## config.mk

```make
export PLATFORM = sky130hd
export DESIGN_NAME = mme_cell
export DESIGN_NICKNAME = d
export VERILOG_FILES = /design/src/rtl/mme_pkg.sv /design/src/rtl/mme_cell.sv
export SDC_FILE = /design/constraint.sdc
export NUM_CORES = 1
export LEC_CHECK = 0
export BUFFER_PORTS_ARGS = -buffer_cell sky130_fd_sc_hd__buf_2
export CAP_MARGIN = 20
export CORE_MARGIN = 8
export CORE_UTILIZATION = 32
export CTS_CLUSTER_SIZE = 24
export DETAILED_ROUTE_END_ITERATION = 10
export PLACE_DENSITY_LB_ADDON = 0.3
export REMOVE_ABC_BUFFERS = 1
export SLEW_MARGIN = 15
export SYNTH_ARGS = -nofsm -noshare
export SYNTH_HDL_FRONTEND = slang
export SYNTH_SLANG_ARGS = --single-unit
```

## constraint.sdc

```tcl
create_clock -name clk -period 13.8 [get_ports clk]
set_clock_uncertainty 0.05 [all_clocks]
set_input_delay 0.69 -clock clk [delete_from_list [all_inputs] [get_ports clk]]
set_output_delay 0.69 -clock clk [all_outputs]
set_load 0.02 [all_outputs]
```

## src/rtl/mme_pkg.sv

```systemverilog
// Package with shared constants, types and helpers of the matrix multiply engine.
package mme_pkg;
    localparam int MAX_DIM = 8;
    localparam int IDX_W = $clog2(MAX_DIM);
    localparam int DIM_W = 4;
    localparam int ELEM_W = 16;
    localparam int PROD_W = 2 * ELEM_W;
    localparam int ACC_W = 36;
    localparam int ADDR_W = 2 * IDX_W;
    localparam int CFG_IDX_W = 2;

    typedef enum logic [1:0]
    {
        REQ_LOAD_A = 2'd0,
        REQ_LOAD_B = 2'd1,
        REQ_START  = 2'd2,
        REQ_NONE   = 2'd3
    } req_t;

    typedef enum logic [CFG_IDX_W-1:0]
    {
        CFG_A_ROWS = 2'd0,
        CFG_A_COLS = 2'd1,
        CFG_B_ROWS = 2'd2,
        CFG_B_COLS = 2'd3
    } cfg_idx_t;

    typedef enum logic [1:0]
    {
        ST_IDLE,
        ST_FEED,
        ST_DRAIN,
        ST_ERROR
    } state_t;

    typedef struct packed
    {
        logic             start;
        logic             feed;
        logic [IDX_W-1:0] step;
    } cell_ctrl_t;

    function automatic logic [IDX_W:0] clamp_dim(input logic [DIM_W-1:0] v);
        logic [IDX_W:0] r;
        if (v == '0)
            r = (IDX_W+1)'(1);
        else if (v > DIM_W'(MAX_DIM))
            r = (IDX_W+1)'(MAX_DIM);
        else
            r = v[IDX_W:0];
        return r;
    endfunction
endpackage

```

## src/rtl/mme_cell.sv

```systemverilog
// One multiply-accumulate cell that owns one column of B and one output column.
module mme_cell
    import mme_pkg::*;
(
    input  logic                     clk,
    input  logic                     rst_n,
    input  cell_ctrl_t               ctrl_in,
    output cell_ctrl_t               ctrl_out,
    input  logic                     b_we,
    input  logic [IDX_W-1:0]         b_row,
    input  logic signed [ELEM_W-1:0] b_data,
    input  logic signed [ELEM_W-1:0] a_in,
    output logic signed [ELEM_W-1:0] a_out,
    output logic signed [ACC_W-1:0]  acc
);
    logic signed [ELEM_W-1:0] col_mem [MAX_DIM];
    logic signed [ELEM_W-1:0] b_reg;
    logic signed [ELEM_W-1:0] a_reg;
    logic signed [PROD_W-1:0] prod_reg;
    logic                     prod_valid_reg;
    cell_ctrl_t               ctrl_reg;
    logic signed [ACC_W-1:0]  acc_reg;

    always_ff @(posedge clk)
    begin
        if (b_we)
        begin
            col_mem[b_row] <= b_data;
        end
        b_reg <= col_mem[ctrl_in.step];
        a_reg <= a_in;
        prod_reg <= a_reg * b_reg;
    end

    always_ff @(posedge clk or negedge rst_n)
    begin
        if (!rst_n)
        begin
            ctrl_reg <= '0;
            prod_valid_reg <= 1'b0;
            acc_reg <= '0;
        end
        else
        begin
            ctrl_reg <= ctrl_in;
            prod_valid_reg <= ctrl_reg.feed;
            if (ctrl_reg.start)
                acc_reg <= '0;
            else if (prod_valid_reg)
                acc_reg <= acc_reg + ACC_W'(prod_reg);
        end
    end

    assign ctrl_out = ctrl_reg;
    assign a_out = a_reg;
    assign acc = acc_reg;
endmodule

```

* Word level (Yosys, flattened, before mapping)
Memory sizes are Yosys's and may differ from the RTL's. A register that Yosys moved wholly into a read port is not among the register bits. Index checks and enable logic that the tools add are counted.
Operators by class: multipliers 1, muxes and demuxes 4, add/sub/neg operators 1, reductions and logical operators 1
Operators by type and width (count):
- 2-to-1 mux 36 bit | 2
- adder 36 x 32 -> 36 bit | 1
- multiplier 16 x 16 -> 32 bit | 1
- 2-to-1 mux 1 bit | 2
- nonzero test 2 bit | 1
Word-level totals: word-level logic and storage cells 15, output and inout port bits 57, register bits 90, bits of input ports 43, memories 1, memory bits (writable) 128
Memories:
- col_mem | words 8, bits a word 16, read ports 1, clocked after Yosys merged registers in 1, write ports 1, RTL line mme_cell.sv:16 | logic signed [ELEM_W-1:0] col_mem [MAX_DIM];

* Longest topological paths before layout
Gate-level depths: netlist of the first run.
depth after elaboration 3, mapped depth 25, depth with buffers taken out 24

* Worst setup path after synthesis of the first run
No wires, ideal clock.
path type register -> register, start reg a_reg[7], in the netlist a_out[7], end reg prod_reg[30], cell stages (with the launch flop) 24, buffers on the path 1, data required time 13678 ps, clock period less this slack 6228 ps, setup time 72 ps, path slack 7572 ps, data arrival time 6106 ps, path through dfxtp_1 > clkbuf_1 > nand2_1 > fa_1 > inv_1 > fa_1 > inv_1 > fa_1 > inv_1 > fa_1 > fa_1 > inv_1 > fa_1 > inv_1 > ha_1 > o21ai_0 > o22ai_1 > a2111oi_2 > a21oi_1 > o41ai_2 > and3_1 > o31ai_1 > o31ai_2 > xnor2_1
Between the ends: cells in the longest elaborated chain, start to end 1
RTL lines:
- start, declared | RTL line mme_cell.sv:18 | logic signed [ELEM_W-1:0] a_reg;
- start signal, assigned | RTL line mme_cell.sv:31 | a_reg <= a_in;
- multiplier 16 x 16 -> 32 bit | RTL line mme_cell.sv:32 | prod_reg <= a_reg * b_reg;
- end signal, assigned | RTL line mme_cell.sv:32
- end, declared | RTL line mme_cell.sv:19 | logic signed [PROD_W-1:0] prod_reg;
Every way passes these cells. A chain may end at the register's enable or synchronous reset.

* Worst setup path after layout of the first run
Same ends and word-level chain as after synthesis.

==> results of run 1 <==
placed cells by master (no fill, tap or decap), drive strengths merged, types with 5 or more instances in the layout:
cell    synthesis  routed
inv           318     320
fa            263     263
nand2         160     160
edfxtp        128     128
and2          124     124
ha            117     117
buf             6     105
nor2           73      73
dfxtp          64      64
a21oi          53      53
dfrtp          42      42
xnor2          39      39
o21ai          33      33
mux4           32      32
clkbuf         47      30
a21o           24      24
mux2i          17      17
mux2           16      16
o21a           15      15
xor2           15      15
a211oi         15      15
nand2b         14      14
a31oi          10      10
clkinv          0      10
o21bai          9       9
nor3            9       9
and3            7       7
nand3           7       7
nand3b          7       7
bufinv          0       6
o31ai           6       6
nand4           5       5
nor2b           5       5
cells by family after synthesis:
logic type | Yosys count | share of synthesized area, %
and+or+nand+nor | 423 | 10.74
adders and majority gates | 380 | 34.98
buffers and inverters | 371 | 7.239
DFF | 234 | 32.11
AOI/OAI and AO/OA | 195 | 6.908
muxes | 65 | 5.568
xor gates and xnor gates | 54 | 2.459
through the flow:
stage | util (%) | area [um^2] | hold WS [ps] | setup WS (ps) | cells
floorplan | - | 19040 | 344.4 | 7699 | 1669
detailed placement | 34.36 | 20590 | 324.5 | 6988 | 2555
global route | 35.98 | 21550 | 140.5 | 6672 | 2606
CTS | 35.95 | 21540 | 121.4 | 6917 | 2605
global placement | 34.36 | 20590 | 321.1 | 7147 | 2555
finish | 35.98 | 21550 | 162.1 | 6956 | 2606
worst min-delay path by stage:
stage / from / endpoint / slack (ps) / cells after the start
finish: a_in[7] / a_out[7] / 160 / 1
global route: a_in[9] / a_out[9] / 140 / 1
CTS: a_in[7] / a_out[7] / 120 / 1
detailed placement: ctrl_out[3] / prod_valid_reg / 320 / 0
global placement: ctrl_out[3] / prod_valid_reg / 320 / 0
floorplan: rst_n / acc[0] / 340 / 0
worst max-delay path: stages (launching register included):
cell and delay [ps]:
dfxtp_1 790, nand2_1 170, fa_1 560, inv_1 50
fa_1 490, inv_1 50, fa_1 560, inv_1 60
fa_1 470, fa_1 490, inv_1 50, fa_1 470
inv_1 40, ha_1 320, o21ai_0 200, o22ai_1 150
a2111oi_2 350, a21oi_1 160, o41ai_2 480, and3_1 290
o31ai_1 140, o31ai_2 220, xnor2_1 130
metal layers:
metal	up-vias	GRT usage [%]	routed length, um
met5	-	0	13
met4	2	2.764	913
met3	60	2.013	1746
met2	210	22.01	20720
met1	5988	17.17	20210
li1	5728	-	-
cell type report:
type	count	area, um^2	area share [%]
flip-flops and latches	234	6176	28.65
inverters	318	1194	5.538
repair buffers	105	548.0	2.543
clock buffers	30	686.9	3.187
multi-input cells	1117	11710	54.30
clock inverters	20	266.5	1.236
well taps	782	978.4	4.539
==> reports/qor.csv, run 1 <==
metric,value,unit
ant_nets,0,
critPathArrivalTime,7290,ps
rr_startpoint,a_out[7],
cts_hold_buffers,0,
grt-ovfl-total,0,
largest_register_ff_count,128,
cts_root_buf,clkbuf_16,
drt_iter0_drc,474,
slew_viol_final,0,
relSlewSlack,28.87,%
synth.avg_cell_area,11.17,um^2
worst_slew_pin_slew,1066,ps
place.gp.congestion,0.8537,
grt_pass1_wl,70370,um
crit_start,a_out[7],
fin_crit_sh,49.59,%
synthDistinctLibCells,61,
ios,100,
syn_inst,1722,
finalHoldViolCount,0,
antenna_found_initial,4,
cap_viol_max_count,0,
synth_area_leaders,"fa_1 (27%), edfxtp_1 (20%), ha_1 (7.6%), dfxtp_1 (6.7%), inv_1 (6.2%)",
yosysSeqAreaShare,32.11,%
hpwl,33580,um
nFillCells,5952,
cts_made_buffers,27,
fp.coreArea,0.05991,mm^2
drt_pass1_iterations,4,
rsz0062_at_grt,no,
die_h,261.2,um
track_usage,12.88,%
r2r_slack,6960,ps
synth_top_cell_by_area,fa_1,
finalSetupTns,0,ps
areaGrowthSynthToFinish,12.05,%
drive_above_1_share,11.84,%
grt_pass1_vias,12790,
vias,11990,
yosysMostFrequentCell,inv_1,
hold_path.class,primary input to flop,
drc_errors,0,
die_x,261.2,um
cts_sinks,234,
ys_top_cells_by_count,"inv_1 (318), fa_1 (263), nand2_1 (160)",
cts_tree,built,
path_clk_slew,70,ps
htree_num_levels,1,
netlist_area,0.01924,mm^2
grt_max_degree,43,
finalCriticalPeriod,6844,ps
synth_edf_count,128,
crit_type,flop to flop,
crit_path_start_kind,flop,
required,14250,ps
wl_per_cell,16.73,um
synth_top_area_share,27.37,%
port_buffers,99,
num_rows,90,
status,finished clean,
dieArea,0.06822,mm^2
cp-end-kind,flop,
clock_latency,580,ps
antenna_cells,0,
critPathCapture,prod_reg[30],
regToRegEndpoint,prod_reg[30],
clk_path_buf_depth,3,
yosysWarnings,0,
start_util,32.11,%
ys_ff_latch,234,
viasPerCell,4.600,
async_flop_share,17.95,%
worstRegToRegCells,22,
nets,2226,
post_cts_buffers,0,
ys.flop_type,edfxtp_1,
setup_viol,0,
wl,43600,um
max_clock_freq,146.1,MHz
cp_max_fo,17,
cts-resized-gates,0,
Power of run 1 is not shown: default switching activity piles up to over one toggle a cycle in this logic, so the estimate is an artifact.
==> run 2, diff against run 1 <==
- clock period: 13.8 -> 7.15 ns (I/O delays scaled with it)
==> reports/qor.csv, run 2 (synthesis gave the netlist of run 1 again) <==
metric,value,unit
nets,2277,
critPathArrivalTime,6990,ps
final_common_cell,inv_1,
pre_cts_slack,564.8,ps
drive_above_1_share,12.53,%
crit_top_cell,fa_1,
clock_latency,580,ps
hpwl,34900,um
relSlewSlack,28.22,%
fp.coreArea,0.05991,mm^2
finalHoldViolCount,0,
drc_errors,0,
rr_startpoint,a_out[10],
cts_tree,built,
drt_pass1_iterations,7,
critical_path.top_delay_family,adder cells,
worstPathCellList,nand2_1 > fa_1 > fa_1 > fa_1 > inv_1 > fa_1 > fa_1 > inv_1 > fa_1 > inv_1 > ha_1 > nand4_1 > o22ai_1 > a2111oi_2 > a21oi_1 > o41ai_2 > buf_4 > and3_1 > o31ai_1 > o31ai_2 > xnor2_1,
ios,100,
start_util,32.11,%
worst_slew_pin_slew,1076,ps
htree_num_levels,1,
crit_start,a_out[10],
post_cts_buffers,0,
cp-end-kind,flop,
port_buffers,99,
slew_viol_final,0,
worstRegToRegCells,21,
critPathCapture,prod_reg[30],
cp.depth,21,
setup_viol,0,
status,finished clean,
track_usage,13.43,%
grt-ovfl-total,0,
r2r_slack,540,ps
die_x,261.2,um
viasPerCell,4.618,
cts_root_buf,clkbuf_16,
largest_register_ff_count,128,
clk_path_buf_depth,3,
grt_pass1_vias,13550,
cts_made_buffers,28,
crit_type,flop to flop,
finalSetupTns,0,ps
max_clock_freq,151.2,MHz
crit_path_start_kind,flop,
regToRegEndpoint,prod_reg[30],
final_cell_mix,"inv_1 (318), fa_1 (263), nand2_1 (160)",
antenna_found_initial,1,
path_clk_slew,60,ps
grt_pass1_wl,73850,um
areaGrowthSynthToFinish,14.74,%
wl_per_cell,16.81,um
finalCriticalPeriod,6613,ps
fin_crit_sh,92.50,%
wl,44690,um
cp_slowest_stage_delay,770,ps
slowest_stage,dfxtp_1,
whs_path_depth,1,
grt_max_degree,43,
die_h,261.2,um
required,7530,ps
place.gp.congestion,0.8515,
hold_path.class,primary input to flop,
setup_ws,536.5,ps
drt_iter0_drc,579,
num_rows,90,
cp_max_fo,17,
vias,12280,
crit_buf_inv,4,
ant_nets,0,
cts_sinks,234,
rsz0062_at_grt,no,
dieArea,0.06822,mm^2
cap_viol_max_count,0,
==> run 2: how the worst min path moves through the flow <==
stage,from,to,slack (ps)
floorplan,rst_n,acc[0],10
global route,ctrl_in[2],ctrl_out[2],130
detailed placement,ctrl_out[3],prod_valid_reg,320
global placement,ctrl_out[3],prod_valid_reg,320
finish,ctrl_in[2],ctrl_out[2],140
CTS,ctrl_in[2],ctrl_out[2],120
==> run 2: final cells by class <==
cell class / count / area [um^2]
Antenna cell: 1 / 2.502
Clock inverter: 11 / 170.2
Multi-Input combinational cell: 1117 / 11710
Tap cell: 782 / 978.4
Fill cell: 5887 / 37840
Sequential cell: 234 / 6176
Clock buffer: 41 / 819.5
Timing Repair Buffer: 155 / 1026
Inverter: 318 / 1194
==> run 2: metal layers <==
layer / global-route usage (%) / wire, um / vias up
met3: 1.801 / 1605 / 55
met4: 3.028 / 966 / 0
met2: 23.24 / 21590 / 223
li1: - / - / 5819
met1: 17.79 / 20530 / 6183
met5: 0 / 0 / -
==> run 2: repair_timing <==
action,in CTS,in global routing
hold endpoints to repair,188,0
resized for setup,0,0
hold buffers,35,0
==> run 2: stage by stage <==
stage	hold slack (ps)	util, %	cells	cell area [um^2]
after global routing	127.1	36.84	2659	22070
after CTS	116.6	36.84	2658	22070
final	142.4	36.84	2659	22070
after detailed placement	319.6	34.60	2571	20730
after global placement	324.4	34.53	2568	20680
after floorplan	11.91	-	1669	19040
Power of run 2 is left out for the same reason.
==> run 3, diff against run 2 <==
- ABC_AREA: unset -> 1
- CORE_UTILIZATION: 32 -> 64
==> reports/qor.csv, run 3 <==
metric,value,unit
setup_viol,0,
syn_inst,2507,
path_clk_slew,60,ps
fin_crit_sh,86.13,%
finalHoldViolCount,0,
status,finished clean,
synth_top_cell_by_area,fa_1,
areaGrowthSynthToFinish,9.640,%
cts_made_buffers,26,
slowest_stage,fa_1,
cts_root_buf,clkbuf_16,
ios,100,
track_usage,27.25,%
antenna_found_initial,0,
crit_path_start_kind,flop,
netlist_area,0.02091,mm^2
fp.coreArea,0.03237,mm^2
yosysWarnings,0,
critPathArrivalTime,6560,ps
ys_ff_latch,234,
hold_path.class,primary input to flop,
yosysSeqAreaShare,29.54,%
synth_edf_count,128,
cts_tree,built,
r2r_slack,990,ps
worstPathCellList,nand2_1 > inv_1 > fa_1 > fa_1 > inv_1 > fa_1 > fa_1 > fa_1 > fa_1 > inv_1 > ha_1 > nand2_1 > inv_1 > a21oi_1 > nand2_1 > a21oi_1 > nand2_1 > nand2_1 > nand2_1,
synth_area_leaders,"fa_1 (25%), edfxtp_1 (18%), nand2_1 (11%), inv_1 (10%), ha_1 (7.0%)",
rsz0062_at_grt,no,
htree_num_levels,1,
drt_iter0_drc,1269,
grt-ovfl-total,0,
num_rows,66,
vias,16330,
required,7550,ps
largest_register_ff_count,128,
cts_sinks,234,
grt_max_degree,67,
wl,50790,um
die_x,196.8,um
ant_nets,0,
ys_top_cells_by_count,"nand2_1 (611), inv_1 (563), fa_1 (263)",
drt_pass1_iterations,5,
final_common_cell,nand2_1,
drive_above_1_share,7.763,%
cp_max_fo,16,
antenna_cells,0,
crit_type,flop to flop,
critical_path.top_delay_family,adder cells,
finalCriticalPeriod,6158,ps
worst_slew_pin_slew,976.5,ps
clk_path_buf_depth,3,
final_cell_mix,"nand2_1 (611), inv_1 (563), fa_1 (263)",
cts-resized-gates,0,
viasPerCell,5.342,
cap_viol_max_count,0,
max_clock_freq,162.4,MHz
dieArea,0.03871,mm^2
hpwl,39840,um
async_flop_share,17.95,%
clock_latency,560,ps
cp-end-kind,flop,
cp_slowest_stage_delay,810,ps
slew_viol_final,0,
nets,3018,
grt_pass1_wl,85450,um
synth_top_area_share,25.18,%
synth.avg_cell_area,8.341,um^2
yosysMostFrequentCell,nand2_1,
place.gp.congestion,0.9578,
wl_per_cell,16.61,um
ys.flop_type,edfxtp_1,
finalSetupTns,0,ps
start_util,64.59,%
grt_pass1_vias,17390,
drc_errors,0,
crit_buf_inv,4,
die_h,196.8,um
port_buffers,99,
synthDistinctLibCells,42,
relSlewSlack,34.90,%
-- run 3: cell count changes after synthesis, moves of 57 or more --
cell,delta
nand2_1,+451
and2_1,-123
o21ai_0,+68
inv_1,+245
nor2_1,+157
nand3_1,+57
-- run 3: logic make-up after synthesis --
family                   after synthesis  share of synthesized area [%]
AND/OR/NAND/NOR                      970                          18.75
buffers and inverters                651                          11.75
adder cells (fa/ha/maj)              380                          32.18
AO/OA/AOI/OAI                        237                          6.319
flip-flops                           234                          29.54
XOR/XNOR                              35                          1.466
-- run 3: area by class of cell --
class | count | area [um^2]
Sequential cell | 234 | 6176
Timing Repair Buffer | 144 | 953.4
Clock buffer | 35 | 714.4
Clock inverter | 13 | 120.1
Multi-Input combinational cell | 1622 | 12280
Tap cell | 442 | 553.0
Inverter | 567 | 2128
Fill cell | 2512 | 9445
-- run 3: path summary, 6_finish.rpt --
check                       startpoint             end  cells past startpoint
min in group asynchronous        rst_n          acc[1]                      2
hold reg to reg            ctrl_out[3]  prod_valid_reg                      0
hold / removal               b_data[7]   col_mem[6][7]                      1
setup / recovery              b_reg[1]    prod_reg[28]                     19
max in group asynchronous        rst_n         acc[22]                      3
setup reg to reg              b_reg[1]    prod_reg[28]                     19
-- run 3: timing repair --
item / CTS / global route
setup buffers: 0 / 0
endpoints found under the hold margin: 92 / 0
hold buffers: 27 / 0
-- run 3: routing by layer --
layer | vias to the layer above | global-route usage (%) | share of wire (%)
li1 | 7758 | - | -
met1 | 7824 | 35.85 | 41
met2 | 633 | 46.01 | 48
met3 | 114 | 4.145 | 7.6
met4 | 0 | 8.916 | 3.2
met5 | - | 0 | 0
-- run 3: per-stage QoR --
step / hold slack, ps / util (%) / area, um^2 / cells / worst slack, ps
5_1_grt: 20.67 / 70.82 / 22930 / 3057 / 661.3
3_5_place_dp: 308.9 / 67.18 / 21750 / 2979 / 1036
2_1_floorplan: 11.91 / - / 20580 / 2423 / 1711
3_3_place_gp: 313.7 / 67.18 / 21750 / 2979 / 1195
4_1_cts: 1.326 / 70.59 / 22850 / 3054 / 1028
6_report: 18.28 / 70.82 / 22930 / 3057 / 991.7
Power of run 3 is left out for the same reason.
