==> config.mk <==
export PLATFORM = sky130hd
export DESIGN_NAME = mme_ctrl_flat
export DESIGN_NICKNAME = d
export VERILOG_FILES = /design/src/rtl/mme_pkg.sv /design/src/rtl/mme_if.sv /design/src/rtl/mme_ctrl.sv /design/src/flat_wrapper.sv
export SDC_FILE = /design/constraint.sdc
export NUM_CORES = 1
export LEC_CHECK = 0
export ABC_AREA = 1
export BUFFER_PORTS_ARGS = -buffer_cell sky130_fd_sc_hd__buf_2
export CAP_MARGIN = 20
export CORE_ASPECT_RATIO = 1.75
export CORE_UTILIZATION = 26
export CTS_BUF_LIST = sky130_fd_sc_hd__clkbuf_2
export CTS_CLUSTER_DIAMETER = 80
export DETAILED_ROUTE_END_ITERATION = 12
export GPL_ROUTABILITY_DRIVEN = 0
export SLEW_MARGIN = 20
export SYNTH_ARGS = -nofsm -noshare
export SYNTH_HDL_FRONTEND = slang
export SYNTH_SLANG_ARGS = --single-unit
==> constraint.sdc <==
create_clock -name clk -period 7.6 [get_ports clk]
set_input_delay 1.14 -clock clk [delete_from_list [all_inputs] [get_ports clk]]
set_output_delay 1.14 -clock clk [all_outputs]
set_load 0.005 [all_outputs]
==> src/rtl/mme_pkg.sv <==
// Package with shared constants, types and helpers of the matrix multiply engine.
package mme_pkg;
    localparam int MAX_DIM = 8;
    localparam int IDX_W = $clog2(MAX_DIM);
    localparam int DIM_W = 4;
    localparam int ELEM_W = 16;
    localparam int PROD_W = 2 * ELEM_W;
    localparam int ACC_W = 36;
    localparam int ADDR_W = 2 * IDX_W;
    localparam int CFG_IDX_W = 2;

    typedef enum logic [1:0]
    {
        REQ_LOAD_A = 2'd0,
        REQ_LOAD_B = 2'd1,
        REQ_START  = 2'd2,
        REQ_NONE   = 2'd3
    } req_t;

    typedef enum logic [CFG_IDX_W-1:0]
    {
        CFG_A_ROWS = 2'd0,
        CFG_A_COLS = 2'd1,
        CFG_B_ROWS = 2'd2,
        CFG_B_COLS = 2'd3
    } cfg_idx_t;

    typedef enum logic [1:0]
    {
        ST_IDLE,
        ST_FEED,
        ST_DRAIN,
        ST_ERROR
    } state_t;

    typedef struct packed
    {
        logic             start;
        logic             feed;
        logic [IDX_W-1:0] step;
    } cell_ctrl_t;

    function automatic logic [IDX_W:0] clamp_dim(input logic [DIM_W-1:0] v);
        logic [IDX_W:0] r;
        if (v == '0)
            r = (IDX_W+1)'(1);
        else if (v > DIM_W'(MAX_DIM))
            r = (IDX_W+1)'(MAX_DIM);
        else
            r = v[IDX_W:0];
        return r;
    endfunction
endpackage

==> src/rtl/mme_if.sv <==
// Valid-ready channel interfaces for requests, results and configuration.
interface mme_req_if;
    import mme_pkg::*;
    logic              valid;
    logic              ready;
    logic [1:0]        req_type;
    logic [2:0]        row_index;
    logic [2:0]        col_index;
    logic signed [15:0] element_value;
    modport source (output valid, req_type, row_index, col_index, element_value, input ready);
    modport sink (input valid, req_type, row_index, col_index, element_value, output ready);
endinterface

interface mme_res_if;
    logic               valid;
    logic               ready;
    logic [2:0]         out_row;
    logic [2:0]         out_col;
    logic signed [35:0] out_value;
    logic               last_flag;
    logic               dim_error;
    modport source (output valid, out_row, out_col, out_value, last_flag, dim_error,
                    input ready);
    modport sink (input valid, out_row, out_col, out_value, last_flag, dim_error,
                  output ready);
endinterface

interface mme_cfg_if;
    logic       valid;
    logic       ready;
    logic [1:0] index;
    logic [3:0] data;
    modport source (output valid, index, data, input ready);
    modport sink (input valid, index, data, output ready);
endinterface

==> src/rtl/mme_ctrl.sv <==
// Sequencer that walks rows of A through the cell chain and emits results.
module mme_ctrl
    import mme_pkg::*;
(
    input  logic                 clk,
    input  logic                 rst_n,
    mme_req_if.sink              req,
    mme_res_if.source            res,
    mme_cfg_if.sink              cfg,
    output cell_ctrl_t           ctrl,
    output logic                 b_we,
    output logic [IDX_W-1:0]     b_row,
    output logic [IDX_W-1:0]     b_col,
    output logic signed [ELEM_W-1:0] b_data,
    output logic signed [ELEM_W-1:0] a_feed,
    input  logic signed [ACC_W-1:0]  accs [MAX_DIM]
);
    logic signed [ELEM_W-1:0] a_mem [MAX_DIM*MAX_DIM];
    logic [DIM_W-1:0] a_rows_reg, a_cols_reg, b_rows_reg, b_cols_reg;
    state_t state_reg, state_next;
    logic [IDX_W-1:0] i_reg, i_next, k_reg, k_next, j_reg, j_next;
    logic [2:0] wait_reg, wait_next;
    logic [IDX_W:0] ar, ac, br, bc;
    logic accept;
    logic a_rd_valid_reg;
    logic signed [ELEM_W-1:0] a_rd_reg;
    logic [IDX_W-1:0] step_reg;
    logic out_valid_reg, out_valid_next;
    logic [IDX_W-1:0] out_row_reg, out_row_next, out_col_reg, out_col_next;
    logic signed [ACC_W-1:0] out_value_reg, out_value_next;
    logic out_last_reg, out_last_next, out_err_reg, out_err_next;
    logic feed;
    logic start_pulse;

    assign ar = clamp_dim(a_rows_reg);
    assign ac = clamp_dim(a_cols_reg);
    assign br = clamp_dim(b_rows_reg);
    assign bc = clamp_dim(b_cols_reg);
    assign cfg.ready = 1'b1;
    assign req.ready = (state_reg == ST_IDLE) && !out_valid_reg;
    assign accept = req.valid && req.ready;

    assign b_we = accept && (req.req_type == REQ_LOAD_B);
    assign b_row = req.row_index;
    assign b_col = req.col_index;
    assign b_data = req.element_value;

    always_ff @(posedge clk)
    begin
        if (accept && (req.req_type == REQ_LOAD_A))
            a_mem[{req.row_index, req.col_index}] <= req.element_value;
        a_rd_reg <= a_mem[{i_reg, k_reg}];
        step_reg <= k_reg;
    end

    always_ff @(posedge clk or negedge rst_n)
    begin
        if (!rst_n)
        begin
            a_rows_reg <= DIM_W'(MAX_DIM);
            a_cols_reg <= DIM_W'(MAX_DIM);
            b_rows_reg <= DIM_W'(MAX_DIM);
            b_cols_reg <= DIM_W'(MAX_DIM);
            state_reg <= ST_IDLE;
            i_reg <= '0;
            k_reg <= '0;
            j_reg <= '0;
            wait_reg <= '0;
            a_rd_valid_reg <= 1'b0;
            out_valid_reg <= 1'b0;
        end
        else
        begin
            if (cfg.valid)
            begin
                unique case (cfg_idx_t'(cfg.index))
                    CFG_A_ROWS: a_rows_reg <= cfg.data;
                    CFG_A_COLS: a_cols_reg <= cfg.data;
                    CFG_B_ROWS: b_rows_reg <= cfg.data;
                    CFG_B_COLS: b_cols_reg <= cfg.data;
                    default: ;
                endcase
            end
            state_reg <= state_next;
            i_reg <= i_next;
            k_reg <= k_next;
            j_reg <= j_next;
            wait_reg <= wait_next;
            a_rd_valid_reg <= feed;
            out_valid_reg <= out_valid_next;
        end
    end

    always_ff @(posedge clk)
    begin
        out_row_reg <= out_row_next;
        out_col_reg <= out_col_next;
        out_value_reg <= out_value_next;
        out_last_reg <= out_last_next;
        out_err_reg <= out_err_next;
    end

    always_comb
    begin
        state_next = state_reg;
        i_next = i_reg;
        k_next = k_reg;
        j_next = j_reg;
        wait_next = wait_reg;
        feed = 1'b0;
        start_pulse = 1'b0;
        out_valid_next = out_valid_reg;
        out_row_next = out_row_reg;
        out_col_next = out_col_reg;
        out_value_next = out_value_reg;
        out_last_next = out_last_reg;
        out_err_next = out_err_reg;
        if (out_valid_reg && res.ready)
            out_valid_next = 1'b0;
        unique case (state_reg)
            ST_IDLE:
            begin
                if (accept && (req.req_type == REQ_START))
                begin
                    i_next = '0;
                    k_next = '0;
                    if (ac != br)
                        state_next = ST_ERROR;
                    else
                    begin
                        start_pulse = 1'b1;
                        state_next = ST_FEED;
                    end
                end
            end
            ST_FEED:
            begin
                feed = 1'b1;
                if ({1'b0, k_reg} == ac - 1'b1)
                begin
                    k_next = '0;
                    wait_next = '0;
                    j_next = '0;
                    state_next = ST_DRAIN;
                end
                else
                    k_next = k_reg + 1'b1;
            end
            ST_DRAIN:
            begin
                if (wait_reg != 3'd4)
                    wait_next = wait_reg + 1'b1;
                else if (!out_valid_reg || res.ready)
                begin
                    out_valid_next = 1'b1;
                    out_row_next = i_reg;
                    out_col_next = j_reg;
                    out_value_next = accs[j_reg];
                    out_err_next = 1'b0;
                    out_last_next = ({1'b0, i_reg} == ar - 1'b1) &&
                                    ({1'b0, j_reg} == bc - 1'b1);
                    if ({1'b0, j_reg} == bc - 1'b1)
                    begin
                        if ({1'b0, i_reg} == ar - 1'b1)
                            state_next = ST_IDLE;
                        else
                        begin
                            i_next = i_reg + 1'b1;
                            start_pulse = 1'b1;
                            state_next = ST_FEED;
                        end
                    end
                    else
                        j_next = j_reg + 1'b1;
                end
            end
            ST_ERROR:
            begin
                if (!out_valid_reg || res.ready)
                begin
                    out_valid_next = 1'b1;
                    out_row_next = '0;
                    out_col_next = '0;
                    out_value_next = '0;
                    out_last_next = 1'b1;
                    out_err_next = 1'b1;
                    state_next = ST_IDLE;
                end
            end
            default: state_next = ST_IDLE;
        endcase
    end

    assign ctrl.start = start_pulse;
    assign ctrl.feed = a_rd_valid_reg;
    assign ctrl.step = step_reg;
    assign a_feed = a_rd_reg;

    assign res.valid = out_valid_reg;
    assign res.out_row = out_row_reg;
    assign res.out_col = out_col_reg;
    assign res.out_value = out_value_reg;
    assign res.last_flag = out_last_reg;
    assign res.dim_error = out_err_reg;
endmodule

==> src/flat_wrapper.sv <==
// flat-port wrapper written by rule: the top's interface ports become plain ports
module mme_ctrl_flat import mme_pkg::*;
  (clk, rst_n, ctrl, b_we, b_row, b_col, b_data, a_feed, accs, req_valid, req_req_type, req_row_index, req_col_index, req_element_value, req_ready, res_valid, res_out_row, res_out_col, res_out_value, res_last_flag, res_dim_error, res_ready, cfg_valid, cfg_index, cfg_data, cfg_ready);
  mme_req_if req_i ();
  mme_res_if res_i ();
  mme_cfg_if cfg_i ();
  input  logic clk;
  input  logic rst_n;
  output cell_ctrl_t ctrl;
  output logic b_we;
  output logic [IDX_W-1:0] b_row;
  output logic [IDX_W-1:0] b_col;
  output logic signed [ELEM_W-1:0] b_data;
  output logic signed [ELEM_W-1:0] a_feed;
  input  logic signed [ACC_W-1:0] accs[MAX_DIM];
  input wire logic [$bits(req_i.valid)-1:0] req_valid;
  input wire logic [$bits(req_i.req_type)-1:0] req_req_type;
  input wire logic [$bits(req_i.row_index)-1:0] req_row_index;
  input wire logic [$bits(req_i.col_index)-1:0] req_col_index;
  input wire logic [$bits(req_i.element_value)-1:0] req_element_value;
  output wire logic [$bits(req_i.ready)-1:0] req_ready;
  output wire logic [$bits(res_i.valid)-1:0] res_valid;
  output wire logic [$bits(res_i.out_row)-1:0] res_out_row;
  output wire logic [$bits(res_i.out_col)-1:0] res_out_col;
  output wire logic [$bits(res_i.out_value)-1:0] res_out_value;
  output wire logic [$bits(res_i.last_flag)-1:0] res_last_flag;
  output wire logic [$bits(res_i.dim_error)-1:0] res_dim_error;
  input wire logic [$bits(res_i.ready)-1:0] res_ready;
  input wire logic [$bits(cfg_i.valid)-1:0] cfg_valid;
  input wire logic [$bits(cfg_i.index)-1:0] cfg_index;
  input wire logic [$bits(cfg_i.data)-1:0] cfg_data;
  output wire logic [$bits(cfg_i.ready)-1:0] cfg_ready;
  assign req_i.valid = req_valid;
  assign req_i.req_type = req_req_type;
  assign req_i.row_index = req_row_index;
  assign req_i.col_index = req_col_index;
  assign req_i.element_value = req_element_value;
  assign req_ready = req_i.ready;
  assign res_valid = res_i.valid;
  assign res_out_row = res_i.out_row;
  assign res_out_col = res_i.out_col;
  assign res_out_value = res_i.out_value;
  assign res_last_flag = res_i.last_flag;
  assign res_dim_error = res_i.dim_error;
  assign res_i.ready = res_ready;
  assign cfg_i.valid = cfg_valid;
  assign cfg_i.index = cfg_index;
  assign cfg_i.data = cfg_data;
  assign cfg_ready = cfg_i.ready;
  mme_ctrl u_core (.clk(clk), .rst_n(rst_n), .req(req_i), .res(res_i), .cfg(cfg_i), .ctrl(ctrl), .b_we(b_we), .b_row(b_row), .b_col(b_col), .b_data(b_data), .a_feed(a_feed), .accs(accs));
endmodule
# == Word level (Yosys, flattened, before mapping) ==
# Memory sizes are Yosys's and may differ from the RTL's. A register that Yosys moved wholly into a read port is not among the register bits.
# Cells that the tools add are included.
# W data, S select, Z words.
# word_totals
ff_bits,79
latch_bits,0
ram_bits,1024
rom_bits,0
output_inout_bits,91
word_cells,150
mem_count,1
# memory_table
name,depth,width,rd,rd_ports_with_merged_regs,wr,line,rtl
u_core.a_mem,64,16,1,1,1,mme_ctrl.sv:18,logic signed [ELEM_W-1:0] a_mem [MAX_DIM*MAX_DIM];
# op_classes
add_sub_neg,7
n_mul,0
n_div,0
order_cmp,5
eq_ne,22
n_shift,0
muxes,67
bitwise_logic,1
n_reduce_logical,30
# ops
operator,n
$mux W36,5
$bmux W36 S3,1
$pmux W36 S2,1
$mux W3,16
$pmux W3 S2,6
$mux W4,8
$mux W1,18
$gt A4 B4 Y1 const B,4
$logic_not A4 Y1,4
$mux W2,7
$add A3 B1 Y3 const B,4
$eq A3 B4 Y1,3
$reduce_and A6 Y1,2
$sub A4 B1 Y4 const B,3
$eq A2 B2 Y1 const B,5
$ne A2 B1 Y1 const B,5
$reduce_and A2 Y1,5
$ne A2 B2 Y1 const B,4
$pmux W1 S2,4
$pmux W2 S4,1
$reduce_bool A2 Y1,4
$logic_and A1 B1 Y1,7
$eq A2 B1 Y1 const B,3
$logic_not A2 Y1,3
9 further kinds,9

# == Logic depth before layout (Yosys ltp) ==
# Gate-level depths: netlist (run 1).
# depth
word_depth,10
ltp_mapped,16
depth_no_buf,16

# == Worst setup path before layout (run 1) ==
# No wires, ideal clock.
# synth_path
path_type,input to register
startpoint,input port res_ready
endpoint,register u_core.out_err_reg (netlist: u_core.res.dim_error) (enable)
setup_time_ps,445
arrival_time_ps,3187
required_ps,7155
slack_ps,3968
cell_stages,4
cell_sequence,nor2_1 > inv_1 > nand2_1 > nor2_1
# synth_via
elab_chain_len,3
elab_cells_between_ends,4
classes_between,eq/ne (2); reduce/logical (2)
# synth_lines
element,line,rtl
from (decl),flat_wrapper.sv:28,input wire logic [$bits(res_i.ready)-1:0] res_ready;
$logic_or A1 B1 Y1 (*),"mme_ctrl.sv:153, mme_ctrl.sv:179",
$ne A2 B1 Y1 (no source line),-,
$reduce_and A4 Y1 (no source line) (*),-,
to (signal assigned),mme_ctrl.sv:100,out_err_reg <= out_err_next;
to (decl),mme_ctrl.sv:31,"logic out_last_reg, out_last_next, out_err_reg, out_err_next;"
# Every way passes the cells marked *; elsewhere a longest branch is shown, timed or not.
# A chain may end at the register's enable or synchronous reset.

==> results_dict.tcl, run 1 <==
set metrics [dict create \
    drc 0 \
    largest_reg_flops 1024 \
    cap_viol_max_count 0 \
    wl_per_cell_um 21.88 \
    pwr-share-seq_pct 39.9 \
    finalNetCount 5332 \
    slew_viol_final 0 \
    ff2ff_setup_slack_ps 3580 \
    worst_pin_slew_ps 1185 \
    reg2reg_depth 8 \
    sw_frac_of_total_pct 42.45 \
    routed_wl_um 166700 \
    finClkSkew_ps 145.2 \
    yosysUniqueCellTypes 32 \
    slew_headroom_pct 20.15 \
    final_cell_area_um2 56040 \
    path_max_fanout 71 \
    final_hold_viol_count 0 \
    syn_nets 4738 \
    dpl_cell_area_um2 52270 \
    seq_area_frac_synth_pct 69.55 \
    cts_setup_buffers 0 \
    synth.largest_area_cell "edfxtp_1" \
    clkPwrFrac_pct 21.1 \
    synth_seq_cells 1119 \
    period_needed_ps 5094 \
    io_buffers 412 \
    ctsLongestPathBuffers 3 \
    cp-start-kind "register" \
    critPathMaxStageDelay_ps 760 \
    ant_nets 0 \
    insertion_delay_ps 1720 \
    root_buffer "clkbuf_2" \
    pwr-share-comb_pct 39.0 \
    vias 36430 \
    grt_pass1_vias 35250 \
    viasPerCell 4.781 \
    grt_usage_pct 17.50 \
    core_area_um2 182100 \
    cts_tree "yes" \
    path_class "register to output port" \
    syn_avg_cell_area_um2 10.86 \
    ios 414 \
    power_density_nw_per_um2 329.2 \
    dieArea_um2 185700 \
    antenna_found_initial 21 \
    netlist_top_cells_area "edfxtp_1 67%, nand2_1 12%, nand3_1 9.8%" \
    peakVddDrop_v 0.0003132 \
    cp_slowest_cell "dfrtp_4" \
    status "complete, no violations" \
    die_x_um 326.2 \
    fp.dieH_um 569.3 \
    clk_pin_slew_ps 120 \
    cp_common_cell "nand2_1" \
    synth_top_area_share_pct 67.07 \
    cp-end-kind "output port" \
    p_total_w 0.01845 \
    grt_max_degree 156 \
    rsz0062_at_grt "false" \
    syn_area_um2 47820 \
    synth_cells 4403 \
    drtIter0Drc 3173 \
    r2r-start "u_core.j_reg[0]" \
    cp.arrival_ps 3950 \
    path_cells "inv_4 -> nand3_1 -> nand2_1 -> inv_1 -> nor2_1 -> nand2_1 -> o22ai_1 -> buf_2" \
    drive_above_1_share_pct 18.06 \
    finalSetupTns_ps 0 \
    dp_hpwl_um 102900 \
    finalHoldWorstSlack_ps 204.5 \
    achievable-frequency_ghz 0.1963 \
    cp_data_required_time_ps 6460 \
    fp-row-count 207 \
    p_int_w 0.01062 \
    initial_utilization_pct 26.26 \
    htree_levels 4 \
    drt_pass1_iterations 6 \
    cts_sinks 1119 \
    min_path_type "primary input to async pin" \
    syn2layout_area_growth_pct 17.20 \
    r2r_end "u_core.res.out_value[0]" \
    finalSetupViolations 0 \
    ys.warnings.count 0 \
    grt_pass1_wl_um 237000 \
    overflow 0 \
    leakage_nw 21.31 \
    finalCritPeriodShare_pct 67.03 \
    power.switching_w 0.007832 \
    numCtsBuffers 238 \
]
## kinds of logic after synthesis
| group | synth area share, % |
|---|---|
| simple gates | 23.30 |
| flops | 69.55 |
| buf+inv | 3.755 |
| compound gates | 2.894 |
| fa+ha+maj | 0.3140 |
| xor+xnor | 0.1831 |
| other cells | 0.007842 |
## metrics by stage
step	setup WS, ps	util [%]	cells
floorplan	3968	-	4403
global placement	3385	28.71	7025
detailed placement	3805	28.71	7025
CTS	2291	30.75	7602
global route	2168	30.77	7614
finish	2506	30.78	7620
## synth_stat cells, drive strengths merged
cell    number
a21oi        5
o31ai        1
nor2       234
ha          12
o22ai       73
inv         50
o211ai       1
nand3      937
xnor2        4
dfstp        4
nand4        2
conb         1
o21bai       2
nand2     1469
xor2         6
a21boi       1
nor3         2
clkbuf     102
dfxtp       19
o21ai      172
clkinv       3
nand3b       1
dfrtp       28
edfxtp    1068
buf        206
## per-layer routing
| layer | global-route usage, % | wire (µm) | vias up |
|---|---|---|---|
| met2 | 32.08 | 87390 | 1752 |
| met4 | 12.11 | 11960 | 6 |
| met5 | 0 | 40 | - |
| met3 | 3.624 | 11510 | 370 |
| li1 | - | - | 16730 |
| met1 | 17.55 | 55830 | 17570 |
## power by group through the flow
| stage | clock network (W) | registers (W) | logic, W |
|---|---|---|---|
| 2_1_floorplan | 0 | 0.00731 | 0.00418 |
| 3_3_place_gp | 0 | 0.00749 | 0.00669 |
| 3_5_place_dp | 0 | 0.00750 | 0.00674 |
| 4_1_cts | 0.00401 | 0.00736 | 0.00714 |
| 5_1_grt | 0.00429 | 0.00738 | 0.00776 |
| 6_report | 0.00389 | 0.00736 | 0.00720 |
## critical path: cells and delay by family (launching register included)
family          cells  cell delay, ps
flops               1             760
simple gates        4             550
compound gates      1             170
buf+inv             3             820
## cells in the final DEF (no fill, tap or decap), types with 3 or more instances in the layout
| cell | n |
|---|---|
| edfxtp_1 | 1068 |
| dlygate4sd3_1 | 135 |
| clkinvlp_4 | 3 |
| buf_2 | 412 |
| nor2_1 | 229 |
| nor2_2 | 3 |
| dfrtp_1 | 22 |
| o22ai_1 | 73 |
| buf_4 | 109 |
| nand3_2 | 4 |
| bufinv_16 | 6 |
| inv_1 | 45 |
| buf_12 | 5 |
| xor2_1 | 6 |
| nand2_1 | 1469 |
| dfxtp_1 | 19 |
| clkbuf_2 | 336 |
| dfstp_2 | 4 |
| inv_8 | 5 |
| nand3_1 | 933 |
| o21ai_0 | 172 |
| inv_6 | 3 |
| dfrtp_4 | 4 |
| xnor2_1 | 4 |
| inv_2 | 4 |
| diode_2 | 18 |
| ha_1 | 12 |
| clkinv_4 | 3 |
| clkinv_2 | 26 |
| clkinv_1 | 59 |
| a21oi_1 | 5 |
## repair_timing
action                                 4_1_cts  5_1_grt
hold buffers                               135        0
resized for setup                            0        0
endpoints found under the hold margin      288        0
## cell type report
type	instances	area (µm²)
inverter	53	219.0
multi-input combinational	2923	12780
tap	2403	3007
clock inverter	106	689.4
antenna	18	45.04
sequential	1119	33270
clock buffer	336	1682
timing repair buffer	662	4343
fill	18450	126000
## worst max-delay path by stage
stage | end | depth (start not counted) | slack [ps] | start
floorplan | u_core.res.dim_error | 4 | 3970 | res_ready
global placement | u_core.a_mem[61][8] | 8 | 3380 | req_valid
detailed placement | u_core.a_mem[61][8] | 8 | 3800 | req_valid
CTS | ctrl[4] | 8 | 2290 | u_core.j_reg[0]
global route | ctrl[4] | 8 | 2170 | u_core.j_reg[0]
finish | ctrl[4] | 8 | 2510 | u_core.j_reg[0]
No activity file was read; power rests on OpenSTA's default activity.
==> run 2, diff against run 1 <==
--- a/config.mk
+++ b/config.mk
@@ -5,7 +5,7 @@
 export SDC_FILE = /design/constraint.sdc
 export NUM_CORES = 1
 export LEC_CHECK = 0
-export ABC_AREA = 1
+export ABC_AREA = 0
 export BUFFER_PORTS_ARGS = -buffer_cell sky130_fd_sc_hd__buf_2
 export CAP_MARGIN = 20
 export CORE_ASPECT_RATIO = 1.75
==> constraint.sdc (replaced) <==
create_clock -name clk -period 5 [get_ports clk]
set_input_delay 0.75 -clock clk [delete_from_list [all_inputs] [get_ports clk]]
set_output_delay 0.75 -clock clk [all_outputs]
set_load 0.005 [all_outputs]
==> results_dict.tcl, run 2 <==
set metrics [dict create \
    cp.arrival_ps 3850 \
    largest_reg_flops 1024 \
    layout.cells.most_common "edfxtp_1" \
    power_density_nw_per_um2 431.3 \
    slew_headroom_pct 25.23 \
    seq_area_frac_synth_pct 73.43 \
    overflow 0 \
    io_buffers 412 \
    cts_sinks 1119 \
    drc 0 \
    fp-row-count 202 \
    vias 25800 \
    crit_buf_inv 2 \
    antenna_found_initial 15 \
    finalNetCount 3302 \
    fp.dieH_um 554.1 \
    path_class "register to output port" \
    ios 414 \
    dieArea_um2 175900 \
    dp_hpwl_um 95870 \
    achievable-frequency_ghz 0.2176 \
    drive_above_1_share_pct 40.94 \
    period_needed_ps 4595 \
    critPathMaxStageDelay_ps 740 \
    synthTopCellsByCount "1068 x edfxtp_1, 346 x mux4_2, 153 x nor2_1" \
    clk_pin_slew_ps 130 \
    min_path_type "primary input to register" \
    status "complete, no violations" \
    leakage_nw 17.93 \
    worst_pin_slew_ps 1115 \
    cp-start-kind "register" \
    synth_seq_cells 1119 \
    path_max_fanout 6 \
    grt_max_degree 66 \
    grt_pass1_wl_um 203100 \
    synth_edf_count 1068 \
    synth_flop_cell "edfxtp_1" \
    rsz0062_at_grt "false" \
    ant_nets 0 \
    finalCritPeriodShare_pct 91.90 \
    insertion_delay_ps 1630 \
    ys_async_sr_fraction_pct 2.860 \
    cp_slowest_cell "nor3b_1" \
    finClkSkew_ps 107.9 \
    drtIter0Drc 1961 \
    routed.top_layer "met5" \
    syn_area_um2 45290 \
    cts_tree "yes" \
    wl_per_cell_um 27.11 \
    slew_viol_final 0 \
    syn_avg_cell_area_um2 20.83 \
    cap_viol_max_count 0 \
    finalSetupViolations 0 \
    viasPerCell 4.766 \
    final_hold_viol_count 0 \
    cp_data_required_time_ps 4250 \
    synth.largest_area_cell "edfxtp_1" \
    finalSetupTns_ps 0 \
    core_area_um2 173100 \
    die_x_um 317.5 \
    synth_top_area_share_pct 70.81 \
    root_buffer "clkbuf_2" \
    path_cells "inv_1 -> ha_1 -> nor2b_1 -> nand2_1 -> nor3b_1 -> buf_2" \
    peakVddDrop_v 0.0003745 \
    syn2layout_area_growth_pct 20.21 \
    routed_wl_um 146700 \
    finalHoldWorstSlack_ps 261.4 \
    netlist_top_cells_area "edfxtp_1 71%, mux4_2 17%, dfrtp_1 1.5%" \
    layout_common_cells "1068 x edfxtp_1, 412 x buf_2, 346 x mux4_2, 330 x clkbuf_2, 166 x dlygate4sd3_1" \
    wl_met2_um 79310 \
    cts_resized 0 \
    drt_pass1_iterations 5 \
    yosysUniqueCellTypes 55 \
    wl_met3_um 8645 \
    m1WireLength_um 47300 \
    grt_usage_pct 16.48 \
    yosysMostFrequentCell "edfxtp_1" \
    initial_utilization_pct 26.16 \
    htree_levels 4 \
    syn_nets 2509 \
    grt_pass1_vias 27270 \
    ys.warnings.count 0 \
    crit_family "simple AND/OR/NAND/NOR gates" \
    synth_cells 2174 \
    cp-end-kind "output port" \
    ctsLongestPathBuffers 3 \
    numCtsBuffers 237 \
]
run 2: metrics by stage:
stage | area (µm²) | std cells | total power (W) | util, % | setup slack (ps)
floorplan | 45290 | 2174 | 0.01509 | - | 1317
global placement | 50430 | 4804 | 0.01778 | 29.13 | 1308
detailed placement | 50430 | 4804 | 0.01779 | 29.13 | 1173
CTS | 54390 | 5399 | 0.02380 | 31.42 | 49.02
global route | 54430 | 5406 | 0.02447 | 31.44 | 31.91
finish | 54440 | 5412 | 0.02348 | 31.45 | 404.9
run 2: path summary, 6_finish.rpt:
kind	startpoint	to	slack, ps	depth (start not counted)
worst max-delay path	u_core.state_reg[1]	b_we	400	6
worst min-delay path	accs[103]	u_core.res.out_value[31]	260	5
worst max register to register	u_core.state_reg[1]	u_core.a_mem[50][3]	630	9
worst min register to register	u_core.a_rows_reg[0]	u_core.a_rows_reg[0]	510	1
max in group asynchronous	rst_n	u_core.j_reg[0]	4400	4
min in group asynchronous	rst_n	u_core.b_cols_reg[3]	370	3
run 2: cell type report:
cell class / instances / area, µm²
Antenna cell: 12 / 30.03
Fill cell: 16850 / 118700
Sequential cell: 1119 / 33280
Clock buffer: 330 / 1652
Multi-Input combinational cell: 894 / 11230
Clock inverter: 98 / 633.1
Timing Repair Buffer: 702 / 4767
Tap cell: 2244 / 2808
Inverter: 13 / 48.80
run 2: power by group:
group / internal (W) / leakage [nW] / switching, W
Clock: 0.00215 / 1.68 / 0.00369
Sequential: 0.0106 / 10.1 / 0.000538
Combinational: 0.00292 / 6.10 / 0.00361
run 2: worst register-to-register path, stage by stage (launching register included):
cell and delay [ps]:
dfrtp_1 430, inv_1 120, ha_1 280, nor2b_1 290
nand2_1 160, nor4_2 720, nand2_1 430, dlygate4sd3_1 790
nor2_1 180, dlygate4sd3_1 690
run 2: layer usage:
metal,up-vias,GRT usage [%]
met1,13340,15.88
met2,1305,30.75
li1,10790,-
met5,-,0
met4,2,12.12
met3,360,3.402
run 2: what timing repair did:
action	in CTS	in global routing
setup buffers	0	1
hold buffers	167	0
endpoints found under the setup margin	0	1
hold endpoints to repair	1831	0
run 2: kinds of logic after synthesis:
kind of cell             synth area share, %
adder cells (fa/ha/maj)               0.3315
AO/OA/AOI/OAI                          2.337
buffers and inverters                  1.862
XOR/XNOR                              0.2321
AND/OR/NAND/NOR                        2.906
flip-flops                             73.43
other                               0.008280
multiplexers                           18.89
